## src/hdl/led_status_pattern_sequencer_top_defines.svh

```systemverilog
// Assertion macros for the LED status pattern sequencer.
`ifndef LED_STATUS_PATTERN_SEQUENCER_TOP_DEFINES_SVH
`define LED_STATUS_PATTERN_SEQUENCER_TOP_DEFINES_SVH
`ifndef SYNTHESIS
`define LSPS_ASSERT_IMP(label, clk, rst_n, a, c) \
  label: assert property (@(posedge clk) disable iff (!rst_n) (a) |-> (c)) \
    else $error("assertion failed");
`define LSPS_ASSERT_NXT(label, clk, rst_n, a, c) \
  label: assert property (@(posedge clk) disable iff (!rst_n) (a) |=> (c)) \
    else $error("assertion failed");
`else
`define LSPS_ASSERT_IMP(label, clk, rst_n, a, c)
`define LSPS_ASSERT_NXT(label, clk, rst_n, a, c)
`endif
`endif

```

## src/hdl/lsps_pkg.sv

```systemverilog
package lsps_pkg;

  // Mode codes.
  localparam logic [3:0] M_IDLE    = 4'd0;
  localparam logic [3:0] M_SELF    = 4'd1;
  localparam logic [3:0] M_CFGING  = 4'd2;
  localparam logic [3:0] M_CFGOK   = 4'd3;
  localparam logic [3:0] M_NETERR  = 4'd4;
  localparam logic [3:0] M_DIALOG  = 4'd5;
  localparam logic [3:0] M_VOLUME  = 4'd6;
  localparam logic [3:0] M_BREATHE = 4'd7;
  localparam logic [3:0] M_WAKE    = 4'd8;
  localparam logic [3:0] M_STANDBY = 4'd9;

  // Timer commands.
  localparam logic [1:0] TC_LEAVE = 2'd0;
  localparam logic [1:0] TC_STOP  = 2'd1;
  localparam logic [1:0] TC_START = 2'd2;

  // Timer durations.
  localparam logic [3:0] TS_SELF_R   = 4'd0;
  localparam logic [3:0] TS_SELF_G   = 4'd1;
  localparam logic [3:0] TS_SELF_B   = 4'd2;
  localparam logic [3:0] TS_CFG_ON   = 4'd3;
  localparam logic [3:0] TS_CFG_OFF  = 4'd4;
  localparam logic [3:0] TS_BAR_STEP = 4'd5;
  localparam logic [3:0] TS_BAR_HOLD = 4'd6;
  localparam logic [3:0] TS_DLG_ON   = 4'd7;
  localparam logic [3:0] TS_DLG_OFF  = 4'd8;
  localparam logic [3:0] TS_VOLUME   = 4'd9;
  localparam logic [3:0] TS_BREATH   = 4'd10;
  localparam logic [3:0] TS_WAKE     = 4'd11;
  localparam logic [3:0] TS_WAKE_HLD = 4'd12;
  localparam logic [3:0] TS_CHASE    = 4'd13;

  localparam int unsigned LedCount = 12;

  // Frame kinds: solid fill, lit bar, or a single chase LED.
  typedef enum logic [1:0] {FK_SOLID, FK_BAR, FK_CHASE} frame_kind_t;

  typedef struct packed {
    frame_kind_t kind;
    logic [7:0]  red;
    logic [7:0]  green;
    logic [7:0]  blue;
    logic [3:0]  count;
  } frame_t;

  // Work for one input item, handed to the frame emitter.
  typedef struct packed {
    logic       n_frames_1;
    logic       n_frames_2;
    frame_t     f0;
    frame_t     f1;
    logic [1:0] tcmd;
    logic [3:0] tsel;
  } job_t;

  // Position of a physical LED in the lighting order 8,7,...,0,11,10,9.
  function automatic logic [3:0] ring_pos(input logic [3:0] led);
    logic [3:0] r;
    if (led <= 4'd8) r = 4'd8 - led;
    else r = 4'(5'd20 - {1'b0, led});
    return r;
  endfunction

  // Rising half of the table (entries 0 to 100); used for the falling half.
  function automatic logic [7:0] breath_lut_half(input logic [7:0] i);
    logic [7:0] v;
    case (i)
      8'd0,8'd1,8'd2,8'd3,8'd4,8'd5,8'd6,8'd7,8'd8,8'd9,8'd10: v = 8'd0;
      8'd11,8'd12,8'd13,8'd14,8'd15,8'd16,8'd17: v = 8'd1;
      8'd18,8'd19,8'd20,8'd21,8'd22: v = 8'd2;
      8'd23,8'd24,8'd25: v = 8'd3;
      8'd26,8'd27: v = 8'd4; 8'd28,8'd29: v = 8'd5; 8'd30,8'd31: v = 8'd6;
      8'd32,8'd33: v = 8'd7; 8'd34,8'd35: v = 8'd8;
      8'd36: v = 8'd9; 8'd37: v = 8'd10; 8'd38: v = 8'd11; 8'd39: v = 8'd12;
      8'd40: v = 8'd13; 8'd41: v = 8'd14; 8'd42: v = 8'd15; 8'd43: v = 8'd16;
      8'd44: v = 8'd17; 8'd45: v = 8'd18; 8'd46: v = 8'd20; 8'd47: v = 8'd21;
      8'd48: v = 8'd23; 8'd49: v = 8'd24; 8'd50: v = 8'd26; 8'd51: v = 8'd27;
      8'd52: v = 8'd29; 8'd53: v = 8'd31; 8'd54: v = 8'd33; 8'd55: v = 8'd35;
      8'd56: v = 8'd37; 8'd57: v = 8'd39; 8'd58: v = 8'd42; 8'd59: v = 8'd44;
      8'd60: v = 8'd47; 8'd61: v = 8'd49; 8'd62: v = 8'd52; 8'd63: v = 8'd55;
      8'd64: v = 8'd58; 8'd65: v = 8'd61; 8'd66: v = 8'd64; 8'd67: v = 8'd67;
      8'd68: v = 8'd71; 8'd69: v = 8'd74; 8'd70: v = 8'd78; 8'd71: v = 8'd82;
      8'd72: v = 8'd86; 8'd73: v = 8'd90; 8'd74: v = 8'd94; 8'd75: v = 8'd98;
      8'd76: v = 8'd103; 8'd77: v = 8'd107; 8'd78: v = 8'd112; 8'd79: v = 8'd117;
      8'd80: v = 8'd122; 8'd81: v = 8'd127; 8'd82: v = 8'd132; 8'd83: v = 8'd138;
      8'd84: v = 8'd143; 8'd85: v = 8'd149; 8'd86: v = 8'd155; 8'd87: v = 8'd161;
      8'd88: v = 8'd167; 8'd89: v = 8'd174; 8'd90: v = 8'd180; 8'd91: v = 8'd187;
      8'd92: v = 8'd194; 8'd93: v = 8'd201; 8'd94: v = 8'd208; 8'd95: v = 8'd215;
      8'd96: v = 8'd223; 8'd97: v = 8'd230; 8'd98: v = 8'd238; 8'd99: v = 8'd246;
      default: v = 8'd254;
    endcase
    return v;
  endfunction

  function automatic logic [7:0] breath_lut(input logic [7:0] i);
    logic [7:0] v;
    logic [7:0] j;
    case (i)
      8'd0,8'd1,8'd2,8'd3,8'd4,8'd5,8'd6,8'd7,8'd8,8'd9,8'd10: v = 8'd0;
      8'd11,8'd12,8'd13,8'd14,8'd15,8'd16,8'd17: v = 8'd1;
      8'd18,8'd19,8'd20,8'd21,8'd22: v = 8'd2;
      8'd23,8'd24,8'd25: v = 8'd3;
      8'd26,8'd27: v = 8'd4; 8'd28,8'd29: v = 8'd5; 8'd30,8'd31: v = 8'd6;
      8'd32,8'd33: v = 8'd7; 8'd34,8'd35: v = 8'd8;
      8'd36: v = 8'd9; 8'd37: v = 8'd10; 8'd38: v = 8'd11; 8'd39: v = 8'd12;
      8'd40: v = 8'd13; 8'd41: v = 8'd14; 8'd42: v = 8'd15; 8'd43: v = 8'd16;
      8'd44: v = 8'd17; 8'd45: v = 8'd18; 8'd46: v = 8'd20; 8'd47: v = 8'd21;
      8'd48: v = 8'd23; 8'd49: v = 8'd24; 8'd50: v = 8'd26; 8'd51: v = 8'd27;
      8'd52: v = 8'd29; 8'd53: v = 8'd31; 8'd54: v = 8'd33; 8'd55: v = 8'd35;
      8'd56: v = 8'd37; 8'd57: v = 8'd39; 8'd58: v = 8'd42; 8'd59: v = 8'd44;
      8'd60: v = 8'd47; 8'd61: v = 8'd49; 8'd62: v = 8'd52; 8'd63: v = 8'd55;
      8'd64: v = 8'd58; 8'd65: v = 8'd61; 8'd66: v = 8'd64; 8'd67: v = 8'd67;
      8'd68: v = 8'd71; 8'd69: v = 8'd74; 8'd70: v = 8'd78; 8'd71: v = 8'd82;
      8'd72: v = 8'd86; 8'd73: v = 8'd90; 8'd74: v = 8'd94; 8'd75: v = 8'd98;
      8'd76: v = 8'd103; 8'd77: v = 8'd107; 8'd78: v = 8'd112; 8'd79: v = 8'd117;
      8'd80: v = 8'd122; 8'd81: v = 8'd127; 8'd82: v = 8'd132; 8'd83: v = 8'd138;
      8'd84: v = 8'd143; 8'd85: v = 8'd149; 8'd86: v = 8'd155; 8'd87: v = 8'd161;
      8'd88: v = 8'd167; 8'd89: v = 8'd174; 8'd90: v = 8'd180; 8'd91: v = 8'd187;
      8'd92: v = 8'd194; 8'd93: v = 8'd201; 8'd94: v = 8'd208; 8'd95: v = 8'd215;
      8'd96: v = 8'd223; 8'd97: v = 8'd230; 8'd98: v = 8'd238; 8'd99: v = 8'd246;
      8'd100: v = 8'd254;
      default: begin
        // The table is symmetric: entry i equals entry 255 - i, with a flat top.
        j = 8'd255 - i;
        if (j <= 8'd100) v = breath_lut_half(j);
        else v = 8'd255;
      end
    endcase
    return v;
  endfunction

endpackage

```

## src/hdl/lsps_emitter.sv

```systemverilog
module lsps_emitter (
  input  logic            clk,
  input  logic            rst_n,
  input  logic            job_valid,
  output logic            job_ready,
  input  lsps_pkg::job_t  job,
  output logic            out_valid,
  input  logic            out_ready,
  output logic            out_frame_valid,
  output logic [3:0]      out_led_index,
  output logic [7:0]      out_red,
  output logic [7:0]      out_green,
  output logic [7:0]      out_blue,
  output logic [1:0]      out_timer_cmd,
  output logic [3:0]      out_timer_select,
  output logic            out_last
);

  lsps_pkg::job_t job_r;
  logic           busy_r;
  logic           second_r;
  logic [3:0]     led_r;
  logic           busy_nxt;
  logic           second_nxt;
  logic [3:0]     led_nxt;
  lsps_pkg::frame_t cur;
  logic           fin;
  logic           pixel_on;
  logic [3:0]     pos;

  // The emitter walks the held job one result per cycle while out_ready is high.
  assign job_ready = !busy_r || (out_ready && fin);
  assign cur = second_r ? job_r.f1 : job_r.f0;
  assign pos = lsps_pkg::ring_pos(led_r);

  always_comb begin
    unique case (cur.kind)
      lsps_pkg::FK_SOLID: pixel_on = 1'b1;
      lsps_pkg::FK_BAR:   pixel_on = pos < cur.count;
      default:            pixel_on = pos == cur.count;
    endcase
  end

  // Final result of a job: timer-only, or last LED of the last frame.
  assign fin = !(job_r.n_frames_1 || job_r.n_frames_2) ||
               (led_r == 4'(lsps_pkg::LedCount - 1) &&
                (second_r || !job_r.n_frames_2));

  assign out_valid        = busy_r;
  assign out_frame_valid  = job_r.n_frames_1 || job_r.n_frames_2;
  assign out_led_index    = out_frame_valid ? led_r : 4'd0;
  assign out_red          = (out_frame_valid && pixel_on) ? cur.red : 8'd0;
  assign out_green        = (out_frame_valid && pixel_on) ? cur.green : 8'd0;
  assign out_blue         = (out_frame_valid && pixel_on) ? cur.blue : 8'd0;
  assign out_last         = fin;
  assign out_timer_cmd    = fin ? job_r.tcmd : lsps_pkg::TC_LEAVE;
  assign out_timer_select = fin ? job_r.tsel : 4'd0;

  // Advance the position counters.
  always_comb begin
    busy_nxt   = busy_r;
    second_nxt = second_r;
    led_nxt    = led_r;
    if (busy_r && out_ready) begin
      if (fin) begin
        busy_nxt = 1'b0;
      end else if (led_r == 4'(lsps_pkg::LedCount - 1)) begin
        led_nxt    = 4'd0;
        second_nxt = 1'b1;
      end else begin
        led_nxt = led_r + 4'd1;
      end
    end
    if (job_valid && job_ready) begin
      busy_nxt   = 1'b1;
      second_nxt = 1'b0;
      led_nxt    = 4'd0;
    end
  end

  always_ff @(posedge clk) begin
    if (!rst_n) begin
      busy_r   <= 1'b0;
      second_r <= 1'b0;
      led_r    <= 4'd0;
    end else begin
      busy_r   <= busy_nxt;
      second_r <= second_nxt;
      led_r    <= led_nxt;
    end
  end

  always_ff @(posedge clk) begin
    if (job_valid && job_ready) begin
      job_r <= job;
    end
  end

endmodule

```

## src/hdl/led_status_pattern_sequencer_top.sv

```systemverilog
// LED status pattern sequencer for a 12-LED ring. Each accepted item (a mode
// command or a timer tick) is registered and decoded against the pattern state
// into up to two frames plus a timer command; the result channel then sends
// one result per cycle while out_ready is high: 12 per frame, 24 for a
// two-frame item, a single timer-only result, or none for an item with no work.
// The emitter sets the rate; the next item is decoded while the current one drains.
// Registers: 0x0 dialog_blinks (16 bits), 0x4 wake_blinks (7 bits).
`include "led_status_pattern_sequencer_top_defines.svh"
module led_status_pattern_sequencer_top (
  input  logic        clk,
  input  logic        rst_n,
  input  logic        in_valid,
  output logic        in_ready,
  input  logic        in_req_type,
  input  logic [3:0]  in_new_mode,
  input  logic [7:0]  in_level_value,
  output logic        out_valid,
  input  logic        out_ready,
  output logic        out_frame_valid,
  output logic [3:0]  out_led_index,
  output logic [7:0]  out_red,
  output logic [7:0]  out_green,
  output logic [7:0]  out_blue,
  output logic [1:0]  out_timer_cmd,
  output logic [3:0]  out_timer_select,
  output logic        out_last,
  input  logic        cfg_psel,
  input  logic        cfg_penable,
  input  logic        cfg_pwrite,
  input  logic [2:0]  cfg_paddr,
  input  logic [31:0] cfg_pwdata,
  output logic [31:0] cfg_prdata,
  output logic        cfg_pready
);

  localparam logic [2:0] ADDR_DIALOG = 3'd0;
  localparam logic [2:0] ADDR_WAKE   = 3'd4;

  logic [15:0] dialog_blinks_r;
  logic [6:0]  wake_blinks_r;

  // Input register.
  logic        iv_r;
  logic        req_r;
  logic [3:0]  nm_r;
  logic [7:0]  lvl_r;

  // Pattern state.
  logic [3:0]  mode_r, mode_nxt;
  logic [3:0]  pmode_r, pmode_nxt;
  logic [7:0]  plvl_r, plvl_nxt;
  logic        pflag_r, pflag_nxt;
  logic [7:0]  step_r, step_nxt;
  logic [15:0] flash_r, flash_nxt;
  logic        lit_r, lit_nxt;
  logic [3:0]  target_r, target_nxt;
  logic        hold_r, hold_nxt;

  lsps_pkg::job_t job;
  logic        job_ready;
  logic        job_valid;
  logic        emit_any;
  logic        do_apply;
  logic [3:0]  am;
  logic [7:0]  al;
  logic [3:0]  clamp;
  logic [15:0] flash_inc;
  logic        w_lit;

  assign cfg_pready = 1'b1;

  // Configuration writes and reads.
  always_ff @(posedge clk) begin
    if (!rst_n) begin
      dialog_blinks_r <= 16'd3;
      wake_blinks_r   <= 7'd2;
    end else if (cfg_psel && cfg_penable && cfg_pwrite) begin
      unique case (cfg_paddr)
        ADDR_DIALOG: dialog_blinks_r <= cfg_pwdata[15:0];
        ADDR_WAKE:   wake_blinks_r   <= cfg_pwdata[6:0];
        default: ;
      endcase
    end
  end

  always_comb begin
    unique case (cfg_paddr)
      ADDR_DIALOG: cfg_prdata = {16'd0, dialog_blinks_r};
      ADDR_WAKE:   cfg_prdata = {25'd0, wake_blinks_r};
      default:     cfg_prdata = 32'd0;
    endcase
  end

  // The input register empties or reloads whenever the emitter is ready for a job, also when the item makes no job.
  assign in_ready  = !iv_r || job_ready;
  assign job_valid = iv_r && emit_any;

  always_ff @(posedge clk) begin
    if (!rst_n) begin
      iv_r <= 1'b0;
    end else if (in_ready) begin
      iv_r <= in_valid;
    end
  end

  always_ff @(posedge clk) begin
    if (in_ready && in_valid) begin
      req_r <= in_req_type;
      nm_r  <= in_new_mode;
      lvl_r <= in_level_value;
    end
  end

  function automatic lsps_pkg::frame_t solid(input logic [7:0] r, input logic [7:0] g,
                                             input logic [7:0] b);
    lsps_pkg::frame_t f;
    f.kind = lsps_pkg::FK_SOLID;
    f.red = r; f.green = g; f.blue = b; f.count = 4'd0;
    return f;
  endfunction

  function automatic lsps_pkg::frame_t bar(input logic [7:0] r, input logic [7:0] g,
                                           input logic [3:0] n);
    lsps_pkg::frame_t f;
    f.kind = lsps_pkg::FK_BAR;
    f.red = r; f.green = g; f.blue = 8'd0; f.count = n;
    return f;
  endfunction

  // Decode one item against the pattern state.
  always_comb begin
    mode_nxt = mode_r; pmode_nxt = pmode_r; plvl_nxt = plvl_r; pflag_nxt = pflag_r;
    step_nxt = step_r; flash_nxt = flash_r; lit_nxt = lit_r;
    target_nxt = target_r; hold_nxt = hold_r;
    job = '0;
    job.f0 = solid(8'd0, 8'd0, 8'd0);
    job.f1 = solid(8'd0, 8'd0, 8'd0);
    do_apply = 1'b0;
    am = nm_r;
    al = lvl_r;
    clamp = 4'd0;
    flash_inc = (flash_r != 16'hFFFF) ? flash_r + 16'd1 : flash_r;
    w_lit = 1'b0;

    if (req_r) begin
      if (nm_r <= lsps_pkg::M_STANDBY) begin
        if (mode_r == lsps_pkg::M_SELF && nm_r != lsps_pkg::M_SELF) begin
          pmode_nxt = nm_r; plvl_nxt = lvl_r; pflag_nxt = 1'b1;
        end else begin
          do_apply = 1'b1;
        end
      end
    end else begin
      case (mode_r)
        lsps_pkg::M_SELF: begin
          step_nxt = step_r + 8'd1;
          if (step_r == 8'd0) begin
            job.n_frames_1 = 1'b1; job.f0 = solid(8'd0, 8'd255, 8'd0);
            job.tcmd = lsps_pkg::TC_START; job.tsel = lsps_pkg::TS_SELF_G;
          end else if (step_r == 8'd1) begin
            job.n_frames_1 = 1'b1; job.f0 = solid(8'd0, 8'd0, 8'd255);
            job.tcmd = lsps_pkg::TC_START; job.tsel = lsps_pkg::TS_SELF_B;
          end else begin
            mode_nxt = lsps_pkg::M_IDLE;
            if (pflag_r) begin
              pflag_nxt = 1'b0; do_apply = 1'b1; am = pmode_r; al = plvl_r;
            end else begin
              job.n_frames_1 = 1'b1;
            end
          end
        end
        lsps_pkg::M_CFGOK: begin
          if (!hold_r) begin
            if (step_r < {4'd0, target_r}) begin
              step_nxt = step_r + 8'd1;
              job.n_frames_1 = 1'b1;
              job.f0 = bar(8'd0, 8'd255, step_nxt[3:0]);
              job.tcmd = lsps_pkg::TC_START;
              if (step_nxt >= {4'd0, target_r}) begin
                hold_nxt = 1'b1; job.tsel = lsps_pkg::TS_BAR_HOLD;
              end else begin
                job.tsel = lsps_pkg::TS_BAR_STEP;
              end
            end else begin
              hold_nxt = 1'b1;
              job.tcmd = lsps_pkg::TC_START; job.tsel = lsps_pkg::TS_BAR_HOLD;
            end
          end else begin
            mode_nxt = lsps_pkg::M_IDLE; job.n_frames_1 = 1'b1;
          end
        end
        lsps_pkg::M_VOLUME: begin
          mode_nxt = lsps_pkg::M_IDLE; job.n_frames_1 = 1'b1;
        end
        lsps_pkg::M_DIALOG: begin
          job.n_frames_1 = 1'b1;
          if (lit_r) begin
            lit_nxt = 1'b0;
            job.tcmd = lsps_pkg::TC_START; job.tsel = lsps_pkg::TS_DLG_OFF;
          end else begin
            job.f0 = solid(8'd0, 8'd0, 8'd255); lit_nxt = 1'b1;
            flash_nxt = flash_inc;
            if (flash_inc >= dialog_blinks_r) begin
              mode_nxt = lsps_pkg::M_IDLE; job.n_frames_2 = 1'b1;
            end else begin
              job.tcmd = lsps_pkg::TC_START; job.tsel = lsps_pkg::TS_DLG_ON;
            end
          end
        end
        lsps_pkg::M_CFGING: begin
          job.n_frames_1 = 1'b1; job.tcmd = lsps_pkg::TC_START;
          if (lit_r) begin
            lit_nxt = 1'b0; job.tsel = lsps_pkg::TS_CFG_OFF;
          end else begin
            lit_nxt = 1'b1; job.f0 = solid(8'd0, 8'd255, 8'd0);
            job.tsel = lsps_pkg::TS_CFG_ON;
          end
        end
        lsps_pkg::M_BREATHE: begin
          step_nxt = step_r + 8'd1;
          job.n_frames_1 = 1'b1;
          job.f0 = solid(8'd0, 8'd0, lsps_pkg::breath_lut(step_nxt));
          job.tcmd = lsps_pkg::TC_START; job.tsel = lsps_pkg::TS_BREATH;
        end
        lsps_pkg::M_WAKE: begin
          job.n_frames_1 = 1'b1;
          if (!hold_r) begin
            w_lit = !lit_r;
            lit_nxt = w_lit;
            job.f0 = solid(8'd0, 8'd0, w_lit ? 8'd255 : 8'd0);
            flash_nxt = flash_inc;
            job.tcmd = lsps_pkg::TC_START;
            if (flash_inc >= {8'd0, wake_blinks_r, 1'b0}) begin
              job.n_frames_2 = 1'b1; job.f1 = solid(8'd0, 8'd0, 8'd255);
              hold_nxt = 1'b1; job.tsel = lsps_pkg::TS_WAKE_HLD;
            end else begin
              job.tsel = lsps_pkg::TS_WAKE;
            end
          end else begin
            mode_nxt = lsps_pkg::M_IDLE;
          end
        end
        lsps_pkg::M_STANDBY: begin
          step_nxt = (step_r + 8'd1 >= 8'(lsps_pkg::LedCount)) ? 8'd0 : step_r + 8'd1;
          job.n_frames_1 = 1'b1;
          job.f0.kind = lsps_pkg::FK_CHASE; job.f0.green = 8'd255;
          job.f0.count = step_nxt[3:0];
          job.tcmd = lsps_pkg::TC_START; job.tsel = lsps_pkg::TS_CHASE;
        end
        default: ;
      endcase
    end

    // Start a new pattern; overrides any frame set above.
    if (do_apply) begin
      clamp = (al > 8'(lsps_pkg::LedCount)) ? 4'(lsps_pkg::LedCount) : al[3:0];
      step_nxt = 8'd0; flash_nxt = 16'd0; lit_nxt = 1'b0;
      target_nxt = 4'd0; hold_nxt = 1'b0;
      mode_nxt = am;
      job.n_frames_1 = 1'b1; job.n_frames_2 = 1'b0;
      job.f0 = solid(8'd0, 8'd0, 8'd0);
      job.tcmd = lsps_pkg::TC_START; job.tsel = 4'd0;
      unique case (am)
        lsps_pkg::M_IDLE: job.tcmd = lsps_pkg::TC_STOP;
        lsps_pkg::M_SELF: begin
          job.f0 = solid(8'd255, 8'd0, 8'd0); job.tsel = lsps_pkg::TS_SELF_R;
        end
        lsps_pkg::M_CFGING: begin
          job.f0 = solid(8'd0, 8'd255, 8'd0); lit_nxt = 1'b1;
          job.tsel = lsps_pkg::TS_CFG_ON;
        end
        lsps_pkg::M_CFGOK: begin
          target_nxt = clamp;
          if (clamp == 4'd0) begin
            hold_nxt = 1'b1; job.tsel = lsps_pkg::TS_BAR_HOLD;
          end else begin
            step_nxt = 8'd1; job.f0 = bar(8'd0, 8'd255, 4'd1);
            job.tsel = lsps_pkg::TS_BAR_STEP;
          end
        end
        lsps_pkg::M_NETERR: begin
          job.f0 = solid(8'd255, 8'd0, 8'd0); job.tcmd = lsps_pkg::TC_STOP;
        end
        lsps_pkg::M_DIALOG: begin
          job.f0 = solid(8'd0, 8'd0, 8'd255); lit_nxt = 1'b1;
          job.tsel = lsps_pkg::TS_DLG_ON;
        end
        lsps_pkg::M_VOLUME: begin
          job.f0 = bar(8'd255, 8'd255, clamp); job.tsel = lsps_pkg::TS_VOLUME;
        end
        lsps_pkg::M_BREATHE: begin
          job.n_frames_1 = 1'b0; job.tsel = lsps_pkg::TS_BREATH;
        end
        lsps_pkg::M_WAKE: begin
          job.f0 = solid(8'd0, 8'd0, 8'd255); lit_nxt = 1'b1;
          job.tsel = lsps_pkg::TS_WAKE;
        end
        default: begin
          job.f0.kind = lsps_pkg::FK_CHASE; job.f0.green = 8'd255;
          job.f0.count = 4'd0; job.tsel = lsps_pkg::TS_CHASE;
        end
      endcase
    end
    emit_any = job.n_frames_1 || job.n_frames_2 || (job.tcmd != lsps_pkg::TC_LEAVE);
  end

  // Two-frame jobs use f0 then f1; mark the first frame present too.
  lsps_pkg::job_t job_out;
  always_comb begin
    job_out = job;
    if (job.n_frames_2) job_out.n_frames_1 = 1'b1;
  end

  // Commit the state when the registered item is consumed.
  always_ff @(posedge clk) begin
    if (!rst_n) begin
      mode_r <= lsps_pkg::M_IDLE; pmode_r <= 4'd0; plvl_r <= 8'd0; pflag_r <= 1'b0;
      step_r <= 8'd0; flash_r <= 16'd0; lit_r <= 1'b0; target_r <= 4'd0;
      hold_r <= 1'b0;
    end else if (iv_r && in_ready) begin
      mode_r <= mode_nxt; pmode_r <= pmode_nxt; plvl_r <= plvl_nxt;
      pflag_r <= pflag_nxt; step_r <= step_nxt; flash_r <= flash_nxt;
      lit_r <= lit_nxt; target_r <= target_nxt; hold_r <= hold_nxt;
    end
  end

  lsps_emitter u_emit (
    .clk              (clk),
    .rst_n            (rst_n),
    .job_valid        (job_valid),
    .job_ready        (job_ready),
    .job              (job_out),
    .out_valid        (out_valid),
    .out_ready        (out_ready),
    .out_frame_valid  (out_frame_valid),
    .out_led_index    (out_led_index),
    .out_red          (out_red),
    .out_green        (out_green),
    .out_blue         (out_blue),
    .out_timer_cmd    (out_timer_cmd),
    .out_timer_select (out_timer_select),
    .out_last         (out_last)
  );

  `LSPS_ASSERT_IMP(a_tcmd_only_last, clk, rst_n, out_valid && !out_last,
    out_timer_cmd == lsps_pkg::TC_LEAVE)
  `LSPS_ASSERT_IMP(a_led_range, clk, rst_n, out_valid, out_led_index < 4'd12)
  `LSPS_ASSERT_NXT(a_park_silent, clk, rst_n,
    iv_r && in_ready && req_r && mode_r == lsps_pkg::M_SELF && nm_r != lsps_pkg::M_SELF
    && nm_r <= lsps_pkg::M_STANDBY, pflag_r)

endmodule
```

## config.mk

```make
export PLATFORM = sky130hd
export DESIGN_NAME = led_status_pattern_sequencer_top
export DESIGN_NICKNAME = d
export VERILOG_FILES = /design/src/hdl/lsps_pkg.sv /design/src/hdl/lsps_emitter.sv /design/src/hdl/led_status_pattern_sequencer_top.sv
export VERILOG_INCLUDE_DIRS = /design/src /design/src/hdl
export SDC_FILE = /design/constraint.sdc
export NUM_CORES = 1
export LEC_CHECK = 0
export ABC_AREA = 1
export ABC_CLOCK_PERIOD_IN_PS = 11700
export BUFFER_PORTS_ARGS = -buffer_cell sky130_fd_sc_hd__buf_4
export CAP_MARGIN = 0
export CORE_MARGIN = 10
export CORE_UTILIZATION = 55
export DETAILED_ROUTE_END_ITERATION = 7
export HOLD_SLACK_MARGIN = 0.03
export PLACE_DENSITY = 0.87
export SYNTH_ARGS = -nofsm -noshare
export SYNTH_HDL_FRONTEND = slang
export SYNTH_HIERARCHICAL = 1
export SYNTH_SLANG_ARGS = --single-unit
```

## constraint.sdc

```tcl
create_clock -name clk -period 11.7 [get_ports clk]
set_input_delay 2.925 -clock clk [delete_from_list [all_inputs] [get_ports clk]]
set_output_delay 2.925 -clock clk [all_outputs]
set_load 0.01 [all_outputs]
```

==> results.md <==
Clock tree:
- After clock tree synthesis, the clock-pin slew on the worst setup and hold paths is 0.06 ns.
- The number of buffers created by CTS is 17.
- The H-tree level count is 4.
- The CTS tree is yes.
- The clock latency on the worst-skew pair is 0.44 ns.
- Once the clock tree was built, the resizer swapped 0 gates to a different size.
- The number of hold buffers added after CTS is 0.
- The clock net in this run drives a total of 158 sinks.
- The maximum buffer depth of the clock tree is 2.
- Buffers added to address setup during post-CTS repair amount to 0.
- The clock root buffer master is clkbuf_16.

Place:
- Routability-driven placement finished with a final weighted congestion of slightly below 1.
- The instance count after placement with tap cells included is 1873.
- Summed over all nets, the half-perimeter wirelength after detailed placement is 23800 microns.
- The count of input and output buffers is between 90 and 100.

Flow run:
- The count of maximum capacitance violations is 0.

STA:
- The count of final setup violators is 0.
- The aggregate negative setup slack is 0 ns.
- For the finished layout, the period the worst path requires is approximately 6.9 ns.
- The ratio of final minimum period to clock period is 58.8%.
- The worst hold margin is about 0.46 ns.
- The number of max-slew violations in the final report was 0.
- The transition time at the pin with the least slew margin is 1.12 ns.
- Setup repair after global routing left no endpoint under its margin.
- The timing-limited maximum frequency is 145 MHz.
- The worst-case clock skew is 0.00811 ns.
- Headroom to the max-slew limit came out at 25.0%.
- The count of final hold-check violations came to 0.

Floorplanning:
- Measured along the y axis, the die boundary spans 162 microns.
- The cell row count is 51.
- The floorplan die area is about 26000 sq um.
- For this design the top-level I/O count stands at roughly 130.
- The initial core utilization is 56.3%.
- The horizontal die dimension is ~160 microns.
- The region available for standard cell placement spans 19700 sq um.

Route:
- The total length of routed met3 wires is 2840 microns.
- For this run, the detailed router's first-pass iteration total came to 6.
- The number of DRC violations after detailed-routing iteration 0 is about 1200.
- The residual antenna-violating net count after detailed routing is 0.
- After detailed routing, the met2 layer carries 13700 microns of wire.
- The detailed router placed 10700 vias in this run.
- After detailed routing, the number of remaining DRC violations is 0.
- Dividing the detail-routed via count by the number of cells gives 5.63.
- The wire length on met1 is 13400 microns.
- The per-cell routed wire length is 16.2 microns.
- The final layout contains routed wiring with a total length of 30800 microns.
- The highest metal layer carrying signal wires in the routed design is met4.

Critical path:
- STA classifies the critical path startpoint as an input pin.
- The highest-delay cell along the critical path is inv_1.
- The critical-path maximum fanout is 16.
- The data arrival at the endpoint of the critical path is 3.95 ns.
- The required time reported for the critical path endpoint is between 8 and 9 ns.
- The critical path goes through buf_4 -> nor3_1 -> inv_1 -> o22ai_1 -> buf_4.
- The most frequent cell on the critical path is buf_4.
- The worst setup path is of the in2out kind.
- The critical path contains buffers and inverters numbering 3 combined.
- On the worst path, the slowest cell contributes a delay of 0.27 ns.
- The cell family contributing the most delay on the critical path is buffers and inverters.
- STA classifies the critical path endpoint as an output port.

Synth:
- The number of synthesized flops with an enable pin is 81.
- The proportion of synthesized flip-flops having asynchronous set or reset is 0%.
- After synthesis, the cell types taking the most area are edfxtp_1, dfxtp_1, nand2_1.
- Synthesis inferred 158 register bits.
- The post-synthesis cell type count is 56.
- The mean post-synth cell area is 7.18 sq um.
- After synthesis the cells add up to 11100 sq um.
- Synthesis produced 1542 cells.
- The share of the Yosys chip area taken by registers is 35.9%.
- Summed over its instances, the top area cell type makes up 22.0% of the synthesized netlist area.
- For this run, the number of Yosys warnings is 6.
- The most frequently used flop master after synthesis is edfxtp_1.
- Of all cell types, the one taking the most synthesized area is edfxtp_1.

Cells and area:
- The area added between synthesis and finish is 11.6%.
- The number of standard cells in the layout, taps in and fillers out is approximately 1900.
- The fraction of final layout cells with drive strength greater than 1 is 12.8%.
- The number of diodes is 0.
- The layout has 1716 filler cells.
- Leaving out fill and tap cells, the most frequent cell in the layout is nand2_1.
- At the end of the flow the core is filled with cells to 62.8%.
- In the final design database the tool counted 1731 nets.
- In the layout the commonest cells are nand2_1, nor2_1, inv_1.

Run status:
- The run finished with clean final reports.

Global route:
- The total congestion overflow is 0.
- The first-pass GRT wire length is 50500 microns.
- The maximum number of pins on one net before global-route repair is between 60 and 70.
- The number of antenna violations at the first check in global routing was 0.
- The combined global-route utilization of all metal layers is 23.3%.
- The number of global-route vias before repair is about 10000.

Min path:
- The type of the tightest min-delay check is reg2reg.

Power and ir drop:
- The design draws approximately 0.0013 W.
- Power spread over the standard cell area amounts to 104 nW/um^2.
- The peak supply drop is 0.123 mV.
- The standby leakage power is 5.72 nW.
[per-stage QoR]
stage	setup slack [ns]	cell area (sq um)
4_1_cts	4.86	12300
2_1_floorplan	5.09	11200
3_3_place_gp	4.95	11800
3_5_place_dp	4.87	11800
5_1_grt	4.80	12300
6_report	4.82	12300
[final timing paths]
check	slack [ns]	end	cells past startpoint	start
max reg2reg	6.88	flash_r[8]$_SDFFE_PN0P_	15	step_r[0]$_SDFFE_PN0P_
min	0.46	pflag_r$_SDFFE_PN0P_	2	pflag_r$_SDFFE_PN0P_
min reg2reg	0.46	pflag_r$_SDFFE_PN0P_	2	pflag_r$_SDFFE_PN0P_
max	4.82	cfg_prdata[1]	5	cfg_paddr[1]
[Yosys cell counts (all sizes together), types with 5 or more instances]
library cell	count
nand3	124
clkbuf	21
a211oi	5
buf	45
o21ai	113
nor3	38
a21oi	98
inv	194
dfxtp	77
a22oi	10
nand2	346
mux2i	27
ha	49
xor2	8
o22ai	6
nor2	233
edfxtp	81
nand4	21
o211ai	10
[worst reg2reg max path, cell delays in order, from the launching register on]
cell     delay [ns]
dfxtp_1        0.76
inv_1          0.38
ha_1           0.39
inv_1          0.25
nor3_1         0.12
nor2_1         0.21
nand2_4        0.20
nand2_4        0.27
inv_2          0.24
nand2_1        0.15
nand2_1        0.11
inv_2          0.10
nand4_2        0.44
nor2_1         0.81
a22oi_1        0.17
nor2_1         0.14
[layout make-up]
| cell class | instances | area [sq um] | area share, % |
|---|---|---|---|
| inverter | 194 | 728 | 5.90 |
| clock inverter | 14 | 111 | 0.902 |
| tap | 265 | 332 | 2.69 |
| clock buffer | 18 | 429 | 3.48 |
| sequential | 158 | 3970 | 32.2 |
| multi-input combinational | 1161 | 6060 | 49.1 |
| timing repair buffer | 95 | 713 | 5.78 |
[where the power goes]
part           switching (W)  internal [W]  total (W)  leakage (nW)
combinational       0.000110     0.0000520   0.000162          4.12
sequential        0.00000919      0.000603   0.000612          1.36
clock               0.000233      0.000273   0.000506         0.241
[flip-flops by register name (all words and copies together), names as in the netlist]
| name | flops |
|---|---|
| mode_r | 4 |
| flash_r | 16 |
| req_r | 1 |
| plvl_r | 8 |
| u_emit/job_r | 68 |
| lit_r | 1 |
| dialog_blinks_r | 16 |
| step_r | 8 |
| target_r | 4 |
| lvl_r | 8 |
| u_emit/led_r | 4 |
| iv_r | 1 |
| u_emit/out_valid | 1 |
| nm_r | 4 |
| pflag_r | 1 |
| hold_r | 1 |
| pmode_r | 4 |
| wake_blinks_r | 7 |
| u_emit/second_r | 1 |
[kinds of logic (layout without fill, tap and decap cells)]
group | Yosys count | in the layout | synth area share, %
other | 2 | 39 | 0.0679
AOI/OAI and AO/OA | 263 | 263 | 13.4
DFF | 158 | 158 | 35.9
xor gates and xnor gates | 9 | 9 | 0.712
adders and majority gates | 49 | 49 | 5.54
muxes | 27 | 27 | 2.44
buffers and inverters | 260 | 321 | 10.6
and+or+nand+nor | 774 | 774 | 31.4
[metal layers]
metal,vias up,track usage (%)
met5,-,0
met4,0,7.98
met3,87,5.61
met2,547,36.3
met1,4854,31.0
li1,5230,-
No activity file was read; power rests on OpenSTA's default activity.
